`src/hdl/dpts_pkg.sv`:
```
package dpts_pkg;

  localparam int COUNTER_BITS_DEF = 16;
  localparam int CFG_W            = 16;
  localparam int CFG_IDX_W        = 2;
  localparam int LED_W            = 8;
  localparam int IN_DATA_W        = 8;
  localparam int OUT_DATA_W       = 32;

  localparam logic [CFG_IDX_W-1:0] REG_BUTTON_RISE = 2'd0;
  localparam logic [CFG_IDX_W-1:0] REG_BUTTON_FALL = 2'd1;
  localparam logic [CFG_IDX_W-1:0] REG_OFF_STEP    = 2'd2;
  localparam logic [CFG_IDX_W-1:0] REG_HOLDOFF     = 2'd3;

  localparam logic [CFG_W-1:0] BUTTON_RISE_RST = CFG_W'(65536 / 256);
  localparam logic [CFG_W-1:0] BUTTON_FALL_RST = CFG_W'(65536 / 16);
  localparam logic [CFG_W-1:0] OFF_STEP_RST    = CFG_W'(65536 / 256);
  localparam logic [CFG_W-1:0] HOLDOFF_RST     = CFG_W'(65535);

  localparam logic [LED_W-1:0] LED_FULL = LED_W'(255);
  localparam logic [LED_W-1:0] LED_DARK = LED_W'(0);

  typedef struct packed {
    logic [CFG_W-1:0] button_rise_step;
    logic [CFG_W-1:0] button_fall_step;
    logic [CFG_W-1:0] off_step;
    logic [CFG_W-1:0] holdoff_full;
  } cfg_t;

  typedef struct packed {
    logic [LED_W-1:0] led_blue;
    logic [LED_W-1:0] led_green;
    logic [LED_W-1:0] led_red;
    logic             button_level;
    logic             ssr_enable;
    logic             power_on;
  } res_t;

endpackage

```
`src/hdl/dpts_cfg.sv`:
```
module dpts_cfg (
  input  logic                           clk,
  input  logic                           rst_n,
  input  logic                           cfg_we,
  input  logic [dpts_pkg::CFG_IDX_W-1:0] cfg_addr,
  input  logic [dpts_pkg::CFG_W-1:0]     cfg_wdata,
  output dpts_pkg::cfg_t                 cfg
);
  import dpts_pkg::*;

  cfg_t cfg_r;
  cfg_t cfg_nxt;

  always_comb begin
    cfg_nxt = cfg_r;
    if (cfg_we) begin
      unique case (cfg_addr)
        REG_BUTTON_RISE: cfg_nxt.button_rise_step = cfg_wdata;
        REG_BUTTON_FALL: cfg_nxt.button_fall_step = cfg_wdata;
        REG_OFF_STEP:    cfg_nxt.off_step         = cfg_wdata;
        REG_HOLDOFF:     cfg_nxt.holdoff_full     = cfg_wdata;
        default:         cfg_nxt = cfg_r;
      endcase
    end
  end

  always_ff @(posedge clk) begin
    if (!rst_n) begin
      cfg_r.button_rise_step <= BUTTON_RISE_RST;
      cfg_r.button_fall_step <= BUTTON_FALL_RST;
      cfg_r.off_step         <= OFF_STEP_RST;
      cfg_r.holdoff_full     <= HOLDOFF_RST;
    end else begin
      cfg_r <= cfg_nxt;
    end
  end

  assign cfg = cfg_r;

endmodule

```
`src/hdl/dpts_core.sv`:
```
module dpts_core #(
  parameter int COUNTER_BITS = dpts_pkg::COUNTER_BITS_DEF
) (
  input  logic           clk,
  input  logic           rst_n,
  input  dpts_pkg::cfg_t cfg,
  input  logic           step,
  input  logic           button_n,
  input  logic           off_n,
  output dpts_pkg::res_t res
);
  import dpts_pkg::*;

  localparam int SW = ((COUNTER_BITS > CFG_W) ? COUNTER_BITS : CFG_W) + 1;
  localparam logic [SW-1:0] CMAX = SW'((65'(1) << COUNTER_BITS) - 65'(1));

  logic [COUNTER_BITS-1:0] bint_r, bint_nxt;
  logic                    deb_r, deb_nxt;
  logic                    pwr_r, pwr_nxt;
  logic [COUNTER_BITS-1:0] hold_r, hold_nxt;
  logic [COUNTER_BITS-1:0] oint_r, oint_nxt;

  logic [SW-1:0]           bint_x, oint_x, rise_x, fall_x, ostep_x, hf_x;
  logic [SW-1:0]           bsum, osum, lim_x;
  logic [SW-1:0]           bdiff, odiff;
  logic [COUNTER_BITS-1:0] lim;
  logic                    pwr_tog;

  always_comb begin
    bint_x  = {{(SW-COUNTER_BITS){1'b0}}, bint_r};
    oint_x  = {{(SW-COUNTER_BITS){1'b0}}, oint_r};
    rise_x  = {{(SW-CFG_W){1'b0}}, cfg.button_rise_step};
    fall_x  = {{(SW-CFG_W){1'b0}}, cfg.button_fall_step};
    ostep_x = {{(SW-CFG_W){1'b0}}, cfg.off_step};
    hf_x    = {{(SW-CFG_W){1'b0}}, cfg.holdoff_full};
    lim_x   = (hf_x > CMAX) ? CMAX : hf_x;
    lim     = lim_x[COUNTER_BITS-1:0];
    bsum    = bint_x + rise_x;
    osum    = oint_x + ostep_x;
    bdiff   = bint_x - fall_x;
    odiff   = oint_x - ostep_x;

    bint_nxt = bint_r;
    deb_nxt  = deb_r;
    if (!button_n) begin
      if (bsum <= CMAX) bint_nxt = bsum[COUNTER_BITS-1:0];
      else deb_nxt = 1'b1;
    end else begin
      if (bint_x >= fall_x) bint_nxt = bdiff[COUNTER_BITS-1:0];
      else deb_nxt = 1'b0;
    end

    pwr_tog = pwr_r ^ (deb_nxt & ~deb_r);

    if (pwr_tog) hold_nxt = (hold_r < lim) ? hold_r + COUNTER_BITS'(1) : hold_r;
    else hold_nxt = '0;

    pwr_nxt  = pwr_tog;
    oint_nxt = '0;
    if (pwr_tog && hold_nxt >= lim) begin
      oint_nxt = oint_r;
      if (!off_n) begin
        if (osum <= CMAX) oint_nxt = osum[COUNTER_BITS-1:0];
        else pwr_nxt = 1'b0;
      end else if (oint_x >= ostep_x) begin
        oint_nxt = odiff[COUNTER_BITS-1:0];
      end
    end
  end

  always_ff @(posedge clk) begin
    if (!rst_n) begin
      bint_r <= '0;
      deb_r  <= 1'b0;
      pwr_r  <= 1'b0;
      hold_r <= '0;
      oint_r <= '0;
    end else if (step) begin
      bint_r <= bint_nxt;
      deb_r  <= deb_nxt;
      pwr_r  <= pwr_nxt;
      hold_r <= hold_nxt;
      oint_r <= oint_nxt;
    end
  end

  always_comb begin
    res.power_on     = pwr_nxt;
    res.ssr_enable   = pwr_nxt;
    res.button_level = deb_nxt;
    res.led_red      = pwr_nxt ? LED_DARK : LED_FULL;
    res.led_green    = deb_nxt ? LED_FULL : LED_DARK;
    res.led_blue     = pwr_nxt ? LED_FULL : LED_DARK;
  end

endmodule

```
`src/hdl/debounced_power_toggle_switch_top.sv`:
```
// Debounced power toggle switch.
// Input stream: one pin sample per transaction, in_tdata[0] = button_n,
// in_tdata[1] = off_n (both active low). Output stream: one result per
// sample with power_on, ssr_enable, button_level and three LED levels.
// A debounced button press toggles power; after a hold-off of holdoff_full
// samples with power on, a held off pin forces power off.
// Configuration: write cfg_wdata into register cfg_addr while cfg_we is
// high (0 rise step, 1 fall step, 2 off step, 3 hold-off length), only
// while the block is idle.
// Data path: an accepted sample goes through the input register, then the update
// logic into the output register; a stalled receiver holds it in the input stage.
// Throughput: one sample per cycle while the receiver does not stall, set by the
// state update between the input register and the output register.
// Reset: all filters and the hold-off counter clear, power is off, both
// stages empty, registers return to their defaults.
// When the receiver stalls, the result holds and the input stage fills;
// in_tready drops once both are occupied.
module debounced_power_toggle_switch_top #(
  parameter int COUNTER_BITS = dpts_pkg::COUNTER_BITS_DEF
) (
  input  logic                            clk,
  input  logic                            rst_n,
  input  logic                            in_tvalid,
  output logic                            in_tready,
  input  logic [dpts_pkg::IN_DATA_W-1:0]  in_tdata,   // button_n, off_n
  output logic                            out_tvalid,
  input  logic                            out_tready,
  // power_on, ssr_enable, button_level, led_red[7:0], led_green[7:0], led_blue[7:0]
  output logic [dpts_pkg::OUT_DATA_W-1:0] out_tdata,
  input  logic                            cfg_we,
  input  logic [dpts_pkg::CFG_IDX_W-1:0]  cfg_addr,
  input  logic [dpts_pkg::CFG_W-1:0]      cfg_wdata
);
  import dpts_pkg::*;

  cfg_t cfg;
  res_t res;
  res_t res_r;

  logic in_valid_r, in_valid_nxt;
  logic button_n_r, off_n_r;
  logic out_valid_r, out_valid_nxt;
  logic advance, step;

  assign advance   = ~out_valid_r | out_tready;
  assign in_tready = ~in_valid_r | advance;
  assign step      = in_valid_r & advance;

  always_comb begin
    in_valid_nxt = in_valid_r;
    if (in_tready) in_valid_nxt = in_tvalid;
    out_valid_nxt = out_valid_r;
    if (advance) out_valid_nxt = in_valid_r;
  end

  dpts_cfg u_cfg (
    .clk       (clk),
    .rst_n     (rst_n),
    .cfg_we    (cfg_we),
    .cfg_addr  (cfg_addr),
    .cfg_wdata (cfg_wdata),
    .cfg       (cfg)
  );

  dpts_core #(.COUNTER_BITS(COUNTER_BITS)) u_core (
    .clk      (clk),
    .rst_n    (rst_n),
    .cfg      (cfg),
    .step     (step),
    .button_n (button_n_r),
    .off_n    (off_n_r),
    .res      (res)
  );

  always_ff @(posedge clk) begin
    if (!rst_n) begin
      in_valid_r  <= 1'b0;
      out_valid_r <= 1'b0;
    end else begin
      in_valid_r  <= in_valid_nxt;
      out_valid_r <= out_valid_nxt;
    end
  end

  always_ff @(posedge clk) begin
    if (in_tready && in_tvalid) begin
      button_n_r <= in_tdata[0];
      off_n_r    <= in_tdata[1];
    end
    if (step) res_r <= res;
  end

  assign out_tvalid = out_valid_r;
  assign out_tdata  = {{(OUT_DATA_W - $bits(res_t)){1'b0}}, res_r};

endmodule

```
`config.mk`:
```
export PLATFORM = sky130hd
export DESIGN_NAME = debounced_power_toggle_switch_top
export DESIGN_NICKNAME = d
export VERILOG_FILES = /design/src/hdl/dpts_pkg.sv /design/src/hdl/dpts_cfg.sv /design/src/hdl/dpts_core.sv /design/src/hdl/debounced_power_toggle_switch_top.sv
export SDC_FILE = /design/constraint.sdc
export NUM_CORES = 1
export LEC_CHECK = 0
export BUFFER_PORTS_ARGS = -buffer_cell sky130_fd_sc_hd__buf_2
export CAP_MARGIN = 20
export CORE_MARGIN = 4
export CORE_UTILIZATION = 62
export CTS_CLUSTER_DIAMETER = 50
export CTS_CLUSTER_SIZE = 25
export DETAILED_ROUTE_END_ITERATION = 7
export GPL_TIMING_DRIVEN = 0
export PLACE_DENSITY_LB_ADDON = 0.05
export SYNTH_ARGS = -nofsm -noshare
export SYNTH_HDL_FRONTEND = slang
export SYNTH_SLANG_ARGS = --single-unit
```
`constraint.sdc`:
```
create_clock -name clk -period 4.9 [get_ports clk]
set_input_delay 0.245 -clock clk [delete_from_list [all_inputs] [get_ports clk]]
set_output_delay 0.245 -clock clk [all_outputs]
set_load 0.05 [all_outputs]
```
Yosys cells after proc, flatten, opt, wreduce, memory -nomap -nowiden
Index checks and enable logic that the tools add are counted.

word-level totals
  word-level logic and storage cells = 71
  output and inout port bits = 34
  input port bits = 31
  register bits after elaboration = 144

operators by class
  reductions and logical operators = 10
  bitwise operators = 8
  equality and inequality tests = 6
  $add $sub $neg = 5
  mux-type cells = 18
  magnitude comparators = 6

operator list
  cell                                                                     count
  16-bit 2-to-1 mux                                                        9
  16-bit greater-or-equal comparator                                       3
  16-bit by 16-bit adder with 17-bit output                                2
  17-bit by 16-bit <= comparator with 1-bit output, second input constant  2
  16-bit subtractor                                                        2
  8-bit 2-to-1 mux                                                         3
  16-bit by 1-bit adder with 16-bit output, second input constant          1
  16-bit < comparator                                                      1
  2-bit AND reduction                                                      4
  1-bit 2-to-1 mux                                                         6
  3-bit != test, second input constant                                     2
  3-bit AND reduction                                                      2
  2-bit equality test, second input constant                               2
  1-bit inverter                                                           3
  1-bit bitwise AND                                                        2
  2-bit by 1-bit equality test with 1-bit output, second input constant    1
  1-bit logical AND                                                        2
  2-bit logical NOT                                                        1
  2-bit by 1-bit != test with 1-bit output, second input constant          1
  1-bit bitwise OR                                                         2
  2-bit nonzero test                                                       1
  1-bit XOR                                                                1

Longest topological paths before layout
  depth in word-level cells = 11
  gate-level depth with buffers = 21
  gate-level depth less buffers = 19

Modules after synthesis
A second synthesis with hierarchy kept.

second synthesis, totals
  cell total of the unflattened synthesis = 1158
  area total of the unflattened synthesis = 9994.6 um^2

modules (own cells, without submodules)
  module                             area each (um^2)  times used  cells an instance
  dpts_core                          6471.2            1           860
  dpts_cfg                           2507.4            1           254
  debounced_power_toggle_switch_top  1016.0            1           44

Worst setup path after synthesis
OpenSTA, ideal clock, no wires.

  path kind = flip-flop to flip-flop
  start point = register u_cfg.cfg_r, in the netlist u_cfg.cfg[48]
  end point = register u_core.oint_r[13]
  stages on the path, launching flop included = 22
  arrival time = 4.333 ns
  library setup time = 0.075 ns
  required time = 4.825 ns
  period minus slack after synthesis = 4.407 ns
  path slack = 0.493 ns
  cells stage by stage = dfxtp_1 ha_1 fa_1 a211oi_2 o21ai_1 nand3_1 a21oi_1 nor3_1 or2_2 buf_2 buf_2 nor2_1 ha_1 nand2_1 nor3_1 o31ai_1 a221oi_1 o31a_1 nor3b_2 nand2_1 buf_4 o22ai_1

between the ends
  cells in the longest elaborated chain, start to end = 11
  elaborated cells on any way between the ends = 13
  classes of those cells = 1 x add/sub; 2 x order compare; 2 x eq/ne; 4 x mux; 2 x bitwise; 2 x reduce/logical

RTL lines
  what                                                RTL line         RTL
  start: declaration                                  dpts_cfg.sv:11   cfg_t cfg_r;
  start signal: assignment                            dpts_cfg.sv:34   cfg_r <= cfg_nxt;
  16-bit by 16-bit adder with 17-bit output *         dpts_core.sv:38  bsum = bint_x + rise_x;
  17-bit by 16-bit <= comparator with 1-bit output *  dpts_core.sv:46  if (bsum <= CMAX) bint_nxt = bsum[COUNTER_BITS-1:0];
  1-bit 2-to-1 mux *                                  dpts_core.sv:46
  1-bit 2-to-1 mux *                                  dpts_core.sv:45  if (!button_n) begin
  1-bit bitwise AND *                                 dpts_core.sv:53  pwr_tog = pwr_r ^ (deb_nxt & ~deb_r);
  1-bit XOR *                                         dpts_core.sv:53
  16-bit 2-to-1 mux *                                 dpts_core.sv:55  if (pwr_tog) hold_nxt = (hold_r < lim) ? hold_r + COUNTER_BITS'(1) : hold_r;
  net u_core.hold_nxt[7]                              dpts_core.sv:20  logic [COUNTER_BITS-1:0] hold_r, hold_nxt;
  16-bit greater-or-equal comparator *                dpts_core.sv:60  if (pwr_tog && hold_nxt >= lim) begin
  1-bit logical AND *                                 dpts_core.sv:60
  3-bit != test (no source line)                      n/a
  3-bit AND reduction (no source line)                n/a
  end signal: assignment                              dpts_core.sv:83  oint_r <= oint_nxt;
  end: declaration                                    dpts_core.sv:21  logic [COUNTER_BITS-1:0] oint_r, oint_nxt;

Mark *: on every way through the listed nets, which the timed path passes. The rest lies on a longest branch.
A chain may end at the register's enable or synchronous reset.

Final worst setup path
  start point = register u_core.bint_r[0]
  end point = register u_core.oint_r[9]

between the ends
  cells in the longest elaborated chain, start to end = 11
  elaborated cells on any way between the ends = 15
  classes of those cells = 1 x add/sub; 3 x order compare; 2 x eq/ne; 5 x mux; 2 x bitwise; 2 x reduce/logical

RTL lines
  what                                              RTL line         RTL
  start: declaration                                dpts_core.sv:17  logic [COUNTER_BITS-1:0] bint_r, bint_nxt;
  start signal: assignment                          dpts_core.sv:79  bint_r <= bint_nxt;
  16-bit by 16-bit adder with 17-bit output         dpts_core.sv:38
  17-bit by 16-bit <= comparator with 1-bit output  dpts_core.sv:46
  1-bit 2-to-1 mux                                  dpts_core.sv:46
  1-bit 2-to-1 mux *                                dpts_core.sv:45
  1-bit bitwise AND *                               dpts_core.sv:53
  1-bit XOR *                                       dpts_core.sv:53
  16-bit 2-to-1 mux *                               dpts_core.sv:55
  net u_core.hold_nxt[7]                            dpts_core.sv:20
  16-bit greater-or-equal comparator *              dpts_core.sv:60
  1-bit logical AND *                               dpts_core.sv:60
  3-bit != test (no source line)                    n/a
  3-bit AND reduction (no source line)              n/a

Marks and branches as above.

==> flow_metrics.env <==
export IMPL_run_status="finished clean"
export IMPL_cpPeakStageDelay_ps=340
export IMPL_dr_pass1_iters=8
export IMPL_powerDensity_nw_per_um2=271
export IMPL_finalMaxSlewViolations=0
export IMPL_cp_slowest_cell="dfxtp_1"
export IMPL_met1_length_um=10600
export IMPL_diodes=0
export IMPL_fillers=1180
export IMPL_fp_dieW_um=128
export IMPL_ant_nets=0
export IMPL_min_period_ps=4680
export IMPL_peakVddDrop_mv=0.254
export IMPL_die_area_um2=16400
export IMPL_critPathRequiredTime_ps=5240
export IMPL_antenna_found_initial=0
export IMPL_preCtsSetupSlack_ps=-483
export IMPL_fin_skew_ps=6.69
export IMPL_hold_class="input pin to register"
export IMPL_ys_flop_type="dfxtp_1"
export IMPL_die_h_um=128
export IMPL_tightest_slew_ps=952
export IMPL_clk_latency_ps=430
export IMPL_fmax_ghz=0.214
export IMPL_timing_final_crit_share_pct=95.6
export IMPL_leakagePower_nw=4.51
export IMPL_start_kind="register"
export IMPL_layout_nets=1367
export IMPL_dr_first_iter_drc_count=660
export IMPL_dp_cells=1390
export IMPL_highest_layer="met4"
export IMPL_final_hold_violation_count=0
export IMPL_grt_pass1_vias=7991
export IMPL_grt_pass1_wl_um=39100
export IMPL_crit_arrival_ps=5030
export IMPL_synthCells=1154
export IMPL_yosys_warnings=0
export IMPL_finalSetupViolCount=0
export IMPL_grt_max_degree=17
export IMPL_cts_clk_slew_worst_paths_ps=50
export IMPL_place_hpwl_um=18200
export IMPL_wirelength_um=23900
export IMPL_wl_met3_um=1830
export IMPL_instances_no_fill=1427
export IMPL_grt_total_usage_pct=29.6
export IMPL_gp_congestion=0.909
export IMPL_drc=0
export IMPL_crit_family="compound AO/OA/AOI/OAI gates"
export IMPL_viasPerCell=5.98
export IMPL_ys_ff_latch=121
export IMPL_setup_ws_ps=218
export IMPL_detail_route_wl_per_cell_um=16.8
export IMPL_max_cap_viol_count=0
export IMPL_cp_end_kind="register"
export IMPL_area_delta_synth_final_pct=13.4
export IMPL_synth_area_um2=8930
export IMPL_synth_seq_area_share_pct=27.7
export IMPL_htree_levels=4
export IMPL_rsz0062_at_grt="yes"
export IMPL_synthDistinctLibCells=70
export IMPL_dr_total_vias=8530
export IMPL_initial_core_util_pct=63.8
export IMPL_drive_above_1_share_pct=12.9
export IMPL_cts_sink_count=121
export IMPL_max_slew_margin_pct=36.5
export IMPL_final_cell_mix="172 x nand2_1, 116 x dfxtp_1, 101 x a21oi_1"
export IMPL_place_area_um2=9430
export IMPL_gr_total_overflow=0
export IMPL_route_met2_wl_um=11000
export IMPL_power_mw=2.74
export IMPL_cts_tree="yes"
export IMPL_crit_chain="ha_1 > fa_2 > a211oi_4 > o21ai_2 > nand3_2 > a21oi_4 > o21a_2 > or2_2 > buf_2 > clkbuf_4 > nor2_1 > ha_1 > nand2_1 > nor3_2 > o31ai_2 > a221oi_2 > o31a_1 > nor3b_4 > a21oi_4 > buf_4 > o22ai_1"
export IMPL_cts_buffers=17
export IMPL_final_common_cell="nand2_1"
export IMPL_critical_path_class="register to register"
export IMPL_cp_num_buf_inv=3
export IMPL_syn_avg_cell_area_um2=7.74
export IMPL_root_buffer="clkbuf_16"
export IMPL_core_um2=14000
export IMPL_clock_path_buffers=2
export IMPL_num_io_pins=65
export IMPL_io_buffers=52
export IMPL_worst_path_max_fanout=10
export IMPL_finalInstanceArea_um2=10100
export IMPL_synthArstFlopShare_pct=0
export IMPL_std_cell_rows=43
export IMPL_synth_edf_count=5
[what timing repair did]
item                                   4_1_cts  5_1_grt
resized for setup                            6       15
cloned                                       0        0
setup buffers                                1        5
pin swaps                                    1        6
setup endpoints to repair                   19       19
endpoints found under the hold margin        2        0
hold buffers                                 2        0
[final cells by class]
cell class,count,area (um^2),area share [%]
Clock buffer,24,504,4.98
Buffer,84,463,4.57
Sequential cell,121,2470,24.4
Inverter,75,282,2.78
Timing Repair Buffer,60,325,3.21
Multi-Input combinational cell,877,5820,57.5
Clock inverter,6,37.5,0.371
Tap cell,180,225,2.22
[through the flow]
step / hold WS (ps) / util, % / TNS [ps]
after floorplan: 344 / - / 0
after global placement: 423 / 67.4 / -5670
after detailed placement: 424 / 67.4 / -6110
after CTS: 45.0 / 71.7 / 0
after global routing: 61.7 / 72.4 / -788
final: 42.3 / 72.4 / 0
[synth_stat cells (all sizes together), types with 5 or more instances]
cell type / number / area, um^2
a221oi: 7 / 61.3
xnor2: 28 / 245
or3: 9 / 61.3
inv: 74 / 278
o22ai: 16 / 119
a41oi: 5 / 43.8
a211oi: 16 / 125
nand3: 19 / 95.1
nand2: 173 / 649
edfxtp: 5 / 150
nor3: 21 / 105
a211o: 6 / 52.6
clkbuf: 36 / 135
and3: 15 / 93.8
a21oi: 104 / 543
nand2b: 16 / 100
o31a: 5 / 43.8
o21ai: 47 / 235
o211ai: 26 / 200
ha: 96 / 1200
nor2: 85 / 319
mux2i: 8 / 80.1
nand4: 15 / 93.8
dfxtp: 116 / 2320
buf: 49 / 327
a21o: 23 / 173
or2: 6 / 37.5
a31oi: 21 / 131
xor2: 17 / 149
o21a: 9 / 67.6
nor2b: 14 / 87.6
o31ai: 7 / 52.6
and2: 9 / 56.3
[where the power goes]
| part | internal (mW) | switching (mW) | leakage (nW) |
|---|---|---|---|
| clock network | 0.712 | 0.452 | 0.267 |
| logic | 0.201 | 0.326 | 3.26 |
| registers | 1.03 | 0.0266 | 0.988 |
[state kept, by name, summed over array words and instances (netlist names)]
register / count
u_core.oint_r: 16
in_valid_r: 1
button_n_r: 1
off_n_r: 1
u_core.hold_r: 16
u_cfg.cfg: 64
out_tvalid: 1
u_core.deb_r: 1
u_core.bint_r: 16
out_tdata: 3
u_core.pwr_r: 1
[layer usage]
metal / vias up / GRT usage, %
met4: 0 / 9.93
met5: - / 0
li1: 4208 / -
met3: 47 / 7.17
met1: 3964 / 39.4
met2: 311 / 47.4
[path summary, 6_finish.rpt]
kind | slack, ps | from | to | cells after the start
worst max-delay path | 220 | u_core.bint_r[0] | u_core.oint_r[9] | 21
worst min-delay path | 40 | in_tvalid | in_valid_r | 3
worst min register to register | 460 | u_cfg.cfg[42] | u_cfg.cfg[42] | 2
worst max register to register | 220 | u_core.bint_r[0] | u_core.oint_r[9] | 21
[worst register-to-register path, cell delays in order, from the launching register on]
cell	delay [ps]
dfxtp_1	340
ha_1	220
fa_2	280
a211oi_4	80
o21ai_2	300
nand3_2	190
a21oi_4	250
o21a_2	230
or2_2	140
buf_2	230
clkbuf_4	250
nor2_1	60
ha_1	290
nand2_1	90
nor3_2	210
o31ai_2	100
a221oi_2	290
o31a_1	240
nor3b_4	330
a21oi_4	130
buf_4	180
o22ai_1	170
[kinds of logic (layout without fill, tap and decap cells)]
kind of cell / after synthesis / after routing / share of synthesized area [%]
other cells: 1 / 5 / 0.0420
buf+inv: 160 / 249 / 8.32
compound gates: 317 / 317 / 23.2
xor+xnor: 45 / 45 / 4.41
fa+ha+maj: 100 / 100 / 14.3
mux: 8 / 8 / 0.897
simple gates: 402 / 402 / 21.0
flops: 121 / 121 / 27.7
(Power assumes the default switching activity.)
